===== config.mk =====
export PLATFORM = sky130hd
export DESIGN_NAME = c_subset_lexer_top
export DESIGN_NICKNAME = d
export VERILOG_FILES = /design/src/rtl/core/csl_pkg.sv /design/src/rtl/core/csl_step.sv /design/src/rtl/core/csl_fifo.sv /design/src/rtl/core/c_subset_lexer_top.sv
export SDC_FILE = /design/constraint.sdc
export NUM_CORES = 1
export LEC_CHECK = 0
export ABC_AREA = 1
export CAP_MARGIN = 25
export CORE_MARGIN = 2
export CORE_UTILIZATION = 65
export CTS_CLUSTER_DIAMETER = 50
export DETAILED_ROUTE_END_ITERATION = 10
export DONT_BUFFER_PORTS = 1
export PLACE_DENSITY = 0.81
export REMOVE_ABC_BUFFERS = 1
export SETUP_SLACK_MARGIN = 0.5
export SLEW_MARGIN = 30
export SYNTH_ARGS = -nofsm -noshare
export SYNTH_HDL_FRONTEND = slang
export SYNTH_SLANG_ARGS = --single-unit

===== constraint.sdc =====
create_clock -name clk_i -period 6.1 [get_ports clk_i]
set_clock_uncertainty 0.15 [all_clocks]
set_input_delay 0.305 -clock clk_i [delete_from_list [all_inputs] [get_ports clk_i]]
set_output_delay 0.305 -clock clk_i [all_outputs]
set_load 0.01 [all_outputs]

===== src/rtl/core/csl_pkg.sv =====
package csl_pkg;

  localparam int unsigned OFFSET_BITS_DEF = 16;
  localparam int unsigned RES_DEPTH = 4;
  localparam int unsigned PTR_W = $clog2(RES_DEPTH);
  localparam int unsigned CNT_W = PTR_W + 1;

  localparam logic [62:0] VALUE_MAX = {63{1'b1}};

  typedef enum logic [2:0] {
    KIND_NUM     = 3'd0,
    KIND_IDENT   = 3'd1,
    KIND_PUNCT   = 3'd2,
    KIND_KEYWORD = 3'd3,
    KIND_END     = 3'd4,
    KIND_ERROR   = 3'd5
  } kind_e;

  // keyword slots: bit 0 return, bit 1 if, bit 2 else
  localparam int unsigned KW_COUNT = 3;
  localparam logic [2:0] KW_LEN [KW_COUNT] = '{3'd6, 3'd2, 3'd4};

  typedef struct packed {
    logic [7:0] ch;
    logic       end_of_text;
  } in_word_t;

  typedef struct packed {
    kind_e       kind;
    logic [15:0] start_offset;
    logic [15:0] length;
    logic [62:0] number_value;
    logic [7:0]  first_char;
    logic [7:0]  second_char;
    logic        last_of_run;
  } out_word_t;

  typedef struct packed {
    logic [1:0] cnt;
    out_word_t  w0;
    out_word_t  w1;
  } push_t;

  function automatic logic [7:0] kw_char(input logic [1:0] k, input logic [2:0] i);
    logic [7:0] r;
    r = 8'd0;
    case (k)
      2'd0: begin
        case (i)
          3'd0: r = "r";
          3'd1: r = "e";
          3'd2: r = "t";
          3'd3: r = "u";
          3'd4: r = "r";
          3'd5: r = "n";
          default: r = 8'd0;
        endcase
      end
      2'd1: begin
        case (i)
          3'd0: r = "i";
          3'd1: r = "f";
          default: r = 8'd0;
        endcase
      end
      2'd2: begin
        case (i)
          3'd0: r = "e";
          3'd1: r = "l";
          3'd2: r = "s";
          3'd3: r = "e";
          default: r = 8'd0;
        endcase
      end
      default: r = 8'd0;
    endcase
    return r;
  endfunction

endpackage


===== src/rtl/core/csl_step.sv =====
module csl_step #(
  parameter int unsigned OFFSET_BITS = csl_pkg::OFFSET_BITS_DEF
) (
  input  logic             clk_i,
  input  logic             rst_ni,
  input  logic             step_i,
  input  csl_pkg::in_word_t in_word_i,
  output csl_pkg::push_t   push_o
);
  import csl_pkg::*;

  typedef enum logic [2:0] {
    MODE_IDLE,
    MODE_NUM,
    MODE_IDENT,
    MODE_PUNCT,
    MODE_ERROR
  } mode_e;

  mode_e                  mode_q, mode_d;
  logic [OFFSET_BITS-1:0] pos_q, pos_d;
  logic [OFFSET_BITS-1:0] start_q, start_d;
  logic [OFFSET_BITS-1:0] len_q, len_d;
  logic [62:0]            acc_q, acc_d;
  logic [7:0]             punct_q, punct_d;
  logic [2:0]             cand_q, cand_d;

  logic [7:0]             c;
  logic                   eot;
  logic                   is_space, is_digit, is_alpha, is_punct, pend_pair;
  logic [3:0]             digit;
  logic [66:0]            acc_x10, acc_sum;
  logic [62:0]            acc_next;
  logic [OFFSET_BITS-1:0] pos_inc, len_inc;
  logic [31:0]            pos_ext, start_ext, len_ext;
  logic [2:0]             narrow_cont, narrow_first;
  logic                   is_kw;
  logic                   flush_v;
  out_word_t              flush_w, pair_w, end_w, err_w;
  logic                   a_v, b_v;
  out_word_t              a_w, b_w;
  logic [1:0]             n;
  out_word_t              res0, res1;

  assign c   = in_word_i.ch;
  assign eot = in_word_i.end_of_text;

  assign is_space  = c inside {[8'd9:8'd13], 8'd32};
  assign is_digit  = c inside {["0":"9"]};
  assign is_alpha  = c inside {["a":"z"], ["A":"Z"], "_"};
  assign is_punct  = (c inside {[8'd33:8'd47], [8'd58:8'd64], [8'd91:8'd96],
                               [8'd123:8'd126]}) && (c != "_");
  assign pend_pair = punct_q inside {"=", "!", "<", ">"};
  assign digit     = c[3:0];

  // acc * 10 + digit, clamp when past the 63-bit ceiling
  assign acc_x10  = {1'b0, acc_q, 3'b000} + {3'b000, acc_q, 1'b0};
  assign acc_sum  = acc_x10 + 67'(digit);
  assign acc_next = (acc_sum > 67'(VALUE_MAX)) ? VALUE_MAX : acc_sum[62:0];

  assign pos_inc = (&pos_q) ? pos_q : pos_q + 1'b1;
  assign len_inc = (&len_q) ? len_q : len_q + 1'b1;

  assign pos_ext   = 32'(pos_q);
  assign start_ext = 32'(start_q);
  assign len_ext   = 32'(len_q);

  always_comb begin
    for (int k = 0; k < KW_COUNT; k++) begin
      narrow_cont[k]  = (len_q < OFFSET_BITS'(KW_LEN[k])) &&
                        (kw_char(2'(k), len_q[2:0]) == c);
      narrow_first[k] = kw_char(2'(k), 3'd0) == c;
    end
  end

  always_comb begin
    is_kw = 1'b0;
    for (int k = 0; k < KW_COUNT; k++) begin
      if (cand_q[k] && (len_q == OFFSET_BITS'(KW_LEN[k]))) begin
        is_kw = 1'b1;
      end
    end
  end

  always_comb begin
    flush_w              = '0;
    flush_w.start_offset = start_ext[15:0];
    flush_w.length       = len_ext[15:0];
    flush_v              = 1'b1;
    case (mode_q)
      MODE_NUM: begin
        flush_w.kind         = KIND_NUM;
        flush_w.number_value = acc_q;
      end
      MODE_IDENT: begin
        flush_w.kind = is_kw ? KIND_KEYWORD : KIND_IDENT;
      end
      MODE_PUNCT: begin
        flush_w.kind       = KIND_PUNCT;
        flush_w.length     = 16'd1;
        flush_w.first_char = punct_q;
      end
      default: begin
        flush_v = 1'b0;
      end
    endcase

    pair_w              = '0;
    pair_w.kind         = KIND_PUNCT;
    pair_w.start_offset = start_ext[15:0];
    pair_w.length       = 16'd2;
    pair_w.first_char   = punct_q;
    pair_w.second_char  = c;

    end_w              = '0;
    end_w.kind         = KIND_END;
    end_w.start_offset = pos_ext[15:0];

    err_w              = '0;
    err_w.kind         = KIND_ERROR;
    err_w.start_offset = pos_ext[15:0];
    err_w.length       = 16'd1;
    err_w.first_char   = c;
  end

  // slot a: flushed or paired token, slot b: end or error token
  always_comb begin
    logic used;
    used    = 1'b0;
    mode_d  = mode_q;
    pos_d   = pos_q;
    start_d = start_q;
    len_d   = len_q;
    acc_d   = acc_q;
    punct_d = punct_q;
    cand_d  = cand_q;
    a_v     = 1'b0;
    a_w     = flush_w;
    b_v     = 1'b0;
    b_w     = end_w;

    if (eot) begin
      if (mode_q != MODE_ERROR) begin
        a_v = flush_v;
        b_v = 1'b1;
      end
      mode_d  = MODE_IDLE;
      pos_d   = '0;
      start_d = '0;
      len_d   = '0;
      acc_d   = '0;
      punct_d = '0;
      cand_d  = '1;
    end else if (mode_q != MODE_ERROR) begin
      if (mode_q == MODE_NUM && is_digit) begin
        acc_d = acc_next;
        len_d = len_inc;
        used  = 1'b1;
      end else if (mode_q == MODE_IDENT && (is_alpha || is_digit)) begin
        cand_d = cand_q & narrow_cont;
        len_d  = len_inc;
        used   = 1'b1;
      end else if (mode_q == MODE_PUNCT && c == "=" && pend_pair) begin
        a_v    = 1'b1;
        a_w    = pair_w;
        mode_d = MODE_IDLE;
        used   = 1'b1;
      end else begin
        a_v    = flush_v;
        mode_d = MODE_IDLE;
      end

      if (!used && !is_space) begin
        start_d = pos_q;
        len_d   = OFFSET_BITS'(1);
        acc_d   = '0;
        punct_d = '0;
        cand_d  = '1;
        if (is_digit) begin
          mode_d = MODE_NUM;
          acc_d  = 63'(digit);
        end else if (is_alpha) begin
          mode_d = MODE_IDENT;
          cand_d = narrow_first;
        end else if (is_punct) begin
          mode_d  = MODE_PUNCT;
          punct_d = c;
        end else begin
          mode_d = MODE_ERROR;
          b_v    = 1'b1;
          b_w    = err_w;
        end
      end
      pos_d = pos_inc;
    end
  end

  // pack the results into the lowest slots and mark the final one
  always_comb begin
    n    = 2'(a_v) + 2'(b_v);
    res0 = a_v ? a_w : b_w;
    res1 = b_w;
    res0.last_of_run = (n == 2'd1);
    res1.last_of_run = 1'b1;
  end

  assign push_o.cnt = step_i ? n : 2'd0;
  assign push_o.w0  = res0;
  assign push_o.w1  = res1;

  always_ff @(posedge clk_i or negedge rst_ni) begin
    if (!rst_ni) begin
      mode_q  <= MODE_IDLE;
      pos_q   <= '0;
      start_q <= '0;
      len_q   <= '0;
      acc_q   <= '0;
      punct_q <= '0;
      cand_q  <= '1;
    end else if (step_i) begin
      mode_q  <= mode_d;
      pos_q   <= pos_d;
      start_q <= start_d;
      len_q   <= len_d;
      acc_q   <= acc_d;
      punct_q <= punct_d;
      cand_q  <= cand_d;
    end
  end

endmodule


===== src/rtl/core/csl_fifo.sv =====
module csl_fifo (
  input  logic               clk_i,
  input  logic               rst_ni,
  input  csl_pkg::push_t     push_i,
  input  logic               pop_i,
  output logic               out_valid_o,
  output csl_pkg::out_word_t out_word_o,
  output logic               full_o
);
  import csl_pkg::*;

  out_word_t        mem_q [RES_DEPTH];
  logic [PTR_W-1:0] head_q, head_d, tail_q, tail_d, tail_nxt;
  logic [CNT_W-1:0] count_q, count_d;
  logic             do_pop;

  assign do_pop      = pop_i && (count_q != '0);
  assign tail_nxt    = tail_q + 1'b1;
  assign tail_d      = tail_q + PTR_W'(push_i.cnt);
  assign head_d      = do_pop ? head_q + 1'b1 : head_q;
  assign count_d     = count_q + CNT_W'(push_i.cnt) - CNT_W'(do_pop);

  assign out_valid_o = (count_q != '0);
  assign out_word_o  = mem_q[head_q];
  // hold off the producer unless room for two words remains
  assign full_o      = count_q > CNT_W'(RES_DEPTH - 2);

  always_ff @(posedge clk_i) begin
    if (push_i.cnt != 2'd0) begin
      mem_q[tail_q] <= push_i.w0;
    end
    if (push_i.cnt == 2'd2) begin
      mem_q[tail_nxt] <= push_i.w1;
    end
  end

  always_ff @(posedge clk_i or negedge rst_ni) begin
    if (!rst_ni) begin
      head_q  <= '0;
      tail_q  <= '0;
      count_q <= '0;
    end else begin
      head_q  <= head_d;
      tail_q  <= tail_d;
      count_q <= count_d;
    end
  end

endmodule


===== src/rtl/core/c_subset_lexer_top.sv =====
// Streaming lexer for a small C subset.
// Input channel: one word per source byte (ch), or an end_of_text word that
// flushes the pending token and closes the text with an end token, if no error.
// Output channel: token words with kind, offset, length, number value and
// punctuator bytes; last_of_run marks the final token caused by one input.
// An input word is taken at a clock edge with in_valid_i high and in_stall_o
// low; tokens leave the same way on out_valid_o / out_stall_i.
// The tokens an input causes are written into the result queue as that input
// is taken; a second token follows once the first has left.
// Throughput: one input byte per cycle while unstalled. The step logic and
// the lexer state update in the cycle of acceptance; tokens go to a four-word
// result queue. An input may cause two tokens, so the input stalls while
// fewer than two queue slots are free; with a stalled receiver the queue
// fills and the input stalls once three or four words are held.
// Reset clears the lexer state and empties the queue; the block accepts
// input in the first cycle after reset.
module c_subset_lexer_top #(
  parameter int unsigned OFFSET_BITS = csl_pkg::OFFSET_BITS_DEF
) (
  input  logic               clk_i,
  input  logic               rst_ni,
  input  logic               in_valid_i,
  output logic               in_stall_o,
  input  csl_pkg::in_word_t  in_word_i,
  output logic               out_valid_o,
  input  logic               out_stall_i,
  output csl_pkg::out_word_t out_word_o
);
  import csl_pkg::*;

  logic  full;
  logic  step;
  push_t push;

  assign in_stall_o = full;
  assign step       = in_valid_i && !full;

  csl_step #(
    .OFFSET_BITS(OFFSET_BITS)
  ) u_step (
    .clk_i    (clk_i),
    .rst_ni   (rst_ni),
    .step_i   (step),
    .in_word_i(in_word_i),
    .push_o   (push)
  );

  csl_fifo u_fifo (
    .clk_i      (clk_i),
    .rst_ni     (rst_ni),
    .push_i     (push),
    .pop_i      (!out_stall_i),
    .out_valid_o(out_valid_o),
    .out_word_o (out_word_o),
    .full_o     (full)
  );

endmodule


After elaboration in Yosys (flattened, before gate mapping)
Memories as Yosys holds them, arrays and structs flattened.
Index checks and enable logic that the tools add are counted.
{ "totals": {"regBits": 132, "ram_bits": 460, "output_inout_bits": 117, "mem_count": 1} }
{ "op_classes": {"add_sub_neg": 10, "order_cmp": 21, "eq_ne": 31, "mux": 86, "bitwise": 1, "reduce_logical": 50} }
{ "memory_table": {"columns": ["memory", "depth", "word_bits", "rd", "rd_ports_with_merged_regs", "wr", "line", "source"], "rows": [
  ["u_fifo.mem_q", 4, 115, 1, 0, 2, "csl_fifo.sv:12", "out_word_t mem_q [RES_DEPTH];"]
]} }
{ "ops": {"columns": ["operator", "count"], "rows": [
  ["115-bit 2-to-1 mux", 11],
  ["63-bit 2-to-1 mux", 6],
  ["16-bit 2-to-1 mux", 13],
  ["113-bit 2-to-1 mux", 1],
  ["66-bit by 64-bit adder with 67-bit output", 1],
  ["67-bit by 4-bit adder with 67-bit output", 1],
  ["67-bit by 63-bit greater-than comparator with 1-bit output (second input constant)", 1],
  ["8-bit 2-to-1 mux", 7],
  ["8-bit by 6-bit == test with 1-bit output (second input constant)", 6],
  ["3-bit 2-to-1 mux", 15],
  ["8-bit by 7-bit <= comparator with 1-bit output (second input constant)", 5],
  ["7-bit case mux with 5 select lines", 1],
  ["16-bit by 1-bit adder with 16-bit output (second input constant)", 2],
  ["16-bit by 3-bit == test with 1-bit output (second input constant)", 2],
  ["8-bit by 7-bit greater-or-equal comparator with 1-bit output (second input constant)", 4],
  ["16-bit by 3-bit less-than comparator with 1-bit output (second input constant)", 2],
  ["16-bit AND reduction", 2],
  ["1-bit 2-to-1 mux", 26],
  ["7-bit by 8-bit == test with 1-bit output", 3],
  ["7-bit by 8-bit == test with 1-bit output (first input constant)", 3],
  ["8-bit by 6-bit greater-or-equal comparator with 1-bit output (second input constant)", 3],
  ["1-bit logical AND", 22],
  ["7-bit case mux with 3 select lines", 1],
  ["16-bit by 2-bit == test with 1-bit output (second input constant)", 1],
  ["other kinds (34)", 60]
]} }

Depth between registers and ports, before layout
{ "logic_depth": {"ltp_word": 19, "ltp_mapped": 24, "mapped_depth_nobuf": 22} }

Hierarchy
From an unflattened synthesis, not the netlist that was laid out.
{ "hier_totals": {"hier_cells": 5251, "area_unflattened_um2": 38801.0} }
{ "by_module_without_submodules": {"columns": ["mod", "n_inst", "cells_each", "area_per_inst_um2"], "rows": [
  ["csl_fifo", 1, 3042, 24790.0],
  ["csl_step", 1, 2206, 13997.2],
  ["c_subset_lexer_top", 1, 3, 13.8]
]} }

Worst setup path before layout
OpenSTA, ideal clock, no wires.
{ "synth_timing": {"path_type": "input to register", "startpoint": "input port in_word_i[1] in the netlist's numbering", "endpoint": "memory u_fifo.mem_q[0][114] in the netlist's numbering", "setup_ns": 0.119, "t_arrival_ns": 3.975, "setup_slack_ns": 1.855, "path_stages": 22, "n_path_buf": 4, "cell_sequence": "buf_2 > nor2_1 > nand2_1 > nor2_1 > nor2_1 > nand3_1 > nand4_1 > nand2_1 > nand3_4 > buf_2 > nor2_1 > nand3_1 > a21oi_1 > ha_1 > o21ai_0 > nor2_1 > inv_1 > buf_2 > buf_1 > nand2_1 > o22ai_1 > inv_1"} }
{ "synth_lines": {"columns": ["item", "line", "source"], "rows": [
  ["from (decl)", "c_subset_lexer_top.sv:24", "input csl_pkg::in_word_t in_word_i,"],
  ["to (decl)", "csl_fifo.sv:12", null]
]} }

==> flow_summary.toml <==
[status]
run_status = "finished, final reports clean"

[sta]
rsz0062_at_grt = "no"
finalCritPeriodShare_pct = 82.37
slew_viol_final = 0
worstMarginPinSlew_ns = 0.9660
setup_slack_ns = 1.075
setup_viol = 0
clock.fmax_mhz = 199.0
hold_viol = 0
setup_tns_ns = 0
min_period_ns = 5.025
relSlewSlack_pct = 35.60

[drt]
drt_iter0_drc = 3003
wire_per_inst_um = 18.69
vias = 29820
drtPass1Iterations = 8
drc = 0
antenna_left = 0
drt_wl_total_mm = 89.87
viasPerCell = 6.203

[synth]
synthCells = 4296
synthTopCellsByArea = "dfxtp_1 (22%), o21ai_0 (11%), dfrtp_1 (10%)"
ys_types = 50
synthXorXnorAreaFrac_pct = 1.880
yosys_warnings = 0
syn_area_um2 = 31680
synth_top_family_by_area = "simple AND/OR/NAND/NOR gates"
ys_seq_area_share_pct = 42.80
synth_top_area_cell = "dfxtp_1"
synth_compound_area_share_pct = 16.83
synthMuxAreaShare_pct = 0
yosys.area_share.simple_pct = 25.86
ys_ff_latch = 592
synth_fa_ha_area_share_pct = 5.561
synth.avg_cell_area_um2 = 7.374
netlist.area_leader.share_pct = 22.50

[die]
io_pins = 130
dieHeight_um = 224.8
coreArea_um2 = 47950
fp.dieW_um = 224.8
dieArea_um2 = 50510
rows = 80
initial_core_util_pct = 66.07

[finish]
layout_commonest_cell = "nand2_1"
final_util_pct = 71.01
layout_common_cells = "nand2_1 (840), o21ai_0 (670), nand3_1 (519), nor2_1 (443), dfxtp_1 (356)"
final_cell_area_um2 = 34050
drive_gt1_share_pct = 4.484
syn2layout_area_growth_pct = 7.477
stdcell_count = 4808
antenna_cells = 0
nets = 4293

[grt]
grt_start_max_net_pins = 184
grt.total_usage_pct = 35.29
grt_pass1_vias = 28110
grt_pass1_wl_mm = 144.5
grt.overflow.total = 0
antenna_found_initial = 0

[pwr]
pwr-share-comb_pct = 31.2
p_leak_uw = 0.01499
p_switching_uw = 4804
p_per_area_nw_per_um2 = 359.9
seq_power_share_pct = 36.8
swShare_pct = 39.21
ir_worst_vdd_v = 0.0003898
clkPwrFrac_pct = 32.0
intPower_uw = 7448

[placed_design]
io_buffers = 0
post-place-cells = 4675
post_dp_cell_area_um2 = 31740
hpwl_mm = 55.39
gp_congestion = 0.9833
pre_cts_ws_ns = 1.265

[worst_setup_path]
endpoint_kind = "register"
worstSetupStartpointType = "input port"
cp_data_required_time_ns = 6.39
r2r_cells = 15
crit_type = "input port to register"
timing.rr.start = "u_step.mode_q[1]$_DFFE_PN0P_"
path_max_fanout = 90
ff2ff_setup_slack_ns = 1.53
r2r_end = "u_fifo.mem_q[3][62]$_SDFFE_PP0P_"
crit_arrival_ns = 5.32

[worst_hold_path]
hp-class = "input port to register"
whs_endpoint = "u_step.cand_q[0]$_DFFE_PN1P_"
hold_start = "in_word_i[7]"
hold_depth = 7

[run]
max_cap_violations = 0

[clocking]
cts-root-buf = "clkbuf_16"
clock-sinks = 592
clock_path_buffers = 3
cts.clk_slew.worst_paths_ns = 0.06
clkLatencyLatePin_ns = 0.62
numCtsBuffers = 66
h-tree-depth = 3
cts_tree = "built"
critical path: stages:
cell	delay [ns]
dlygate4sd3_1	0.86
inv_2	0.16
nand2_1	0.13
nand2_1	0.11
nand2_1	0.37
inv_1	0.17
nand2_1	0.25
nand3_4	0.26
nor2_1	0.29
nand3_1	0.11
a21oi_1	0.16
ha_1	0.28
o21ai_0	0.37
nor2_1	0.17
inv_6	0.26
buf_4	0.69
o21ai_0	0.25
flip-flops by register name (all words and copies together), names as in the netlist:
register        count
u_fifo.tail_q       2
u_step.punct_q      8
u_fifo.count_q      3
u_step.start_q     16
u_step.len_q       16
u_fifo.mem_q      460
u_step.pos_q       16
u_step.mode_q       3
u_step.acc_q       63
u_fifo.head_q       2
u_step.cand_q       3
per-stage QoR:
| step | hold WS [ns] | power, uW |
|---|---|---|
| final | 0.02695 | 12250 |
| after floorplan | -0.1406 | 7207 |
| after global routing | 0.04025 | 12790 |
| after CTS | 0.001048 | 12210 |
| after detailed placement | -0.1255 | 8265 |
| after global placement | -0.1260 | 8211 |
how the worst max path moves through the flow:
stage | from | endpoint | slack, ns | cells after the start
5_1_grt | in_word_i[3] | u_fifo.mem_q[3][78]$_SDFFE_PP0P_ | 0.65 | 18
3_3_place_gp | in_word_i[2] | u_fifo.mem_q[3][101]$_DFFE_PP_ | 1.31 | 18
3_5_place_dp | in_word_i[2] | u_fifo.mem_q[3][105]$_DFFE_PP_ | 1.27 | 18
2_1_floorplan | u_step.mode_q[2]$_DFFE_PN0P_ | u_fifo.mem_q[0][114]$_SDFFE_PP1P_ | -5.03 | 10
6_report | in_word_i[3] | u_fifo.mem_q[3][62]$_SDFFE_PP0P_ | 1.08 | 17
4_1_cts | in_word_i[3] | u_fifo.mem_q[3][104]$_DFFE_PP_ | 0.98 | 19
layer usage:
| metal | vias to the layer above | routed length [um] | global-route usage, % |
|---|---|---|---|
| li1 | 14330 | - | - |
| met1 | 13990 | 37000 | 45.16 |
| met2 | 1268 | 42560 | 59.25 |
| met3 | 242 | 7084 | 5.774 |
| met4 | 0 | 3220 | 15.30 |
| met5 | - | 0 | 0 |
power groups by stage:
stage                     sequential, uW  combinational, uW  clock [uW]
after floorplan                     4590               2620           0
after global placement              4570               3640           0
after global routing                4530               4150        4110
after CTS                           4490               3760        3960
after detailed placement            4580               3690           0
final                               4510               3820        3920
synth_stat cells, drive strengths merged:
library cell	instances
a221oi	1
nor3	50
clkinv	8
or2	1
nor3b	2
and3	1
nor4	15
o21bai	7
xnor2	17
nand3b	8
dfxtp	356
o41ai	1
o21ai	689
a31oi	2
a21oi	97
dfstp	3
o22ai	184
dfrtp	129
o31ai	3
nor2	445
fa	3
edfxtp	104
a21o	3
a31o	2
o211ai	6
nand3	520
inv	287
a22oi	1
xor2	51
clkbuf	192
nand4	37
ha	136
buf	84
a211oi	5
nand2	846
kinds of logic after synthesis:
group           after synthesis
simple gates               1925
fa+ha+maj                   139
buf+inv                     571
compound gates             1001
xor+xnor                     68
flops                       592
repair_timing:
item,4_1_cts,5_1_grt
hold endpoints to repair,201,0
hold buffers,13,0
endpoints found under the setup margin,0,20
setup buffers,0,0
gates resized for setup,0,1
final cells by class:
class	instances	area, um2
clock buffer	98	1976
clock inverter	22	190.2
fill	3955	13900
inverter	295	1140
multi-input combinational	3133	15900
sequential	592	13560
tap	615	769.5
timing repair buffer	53	505.5
No activity file was read; power rests on OpenSTA's default activity.
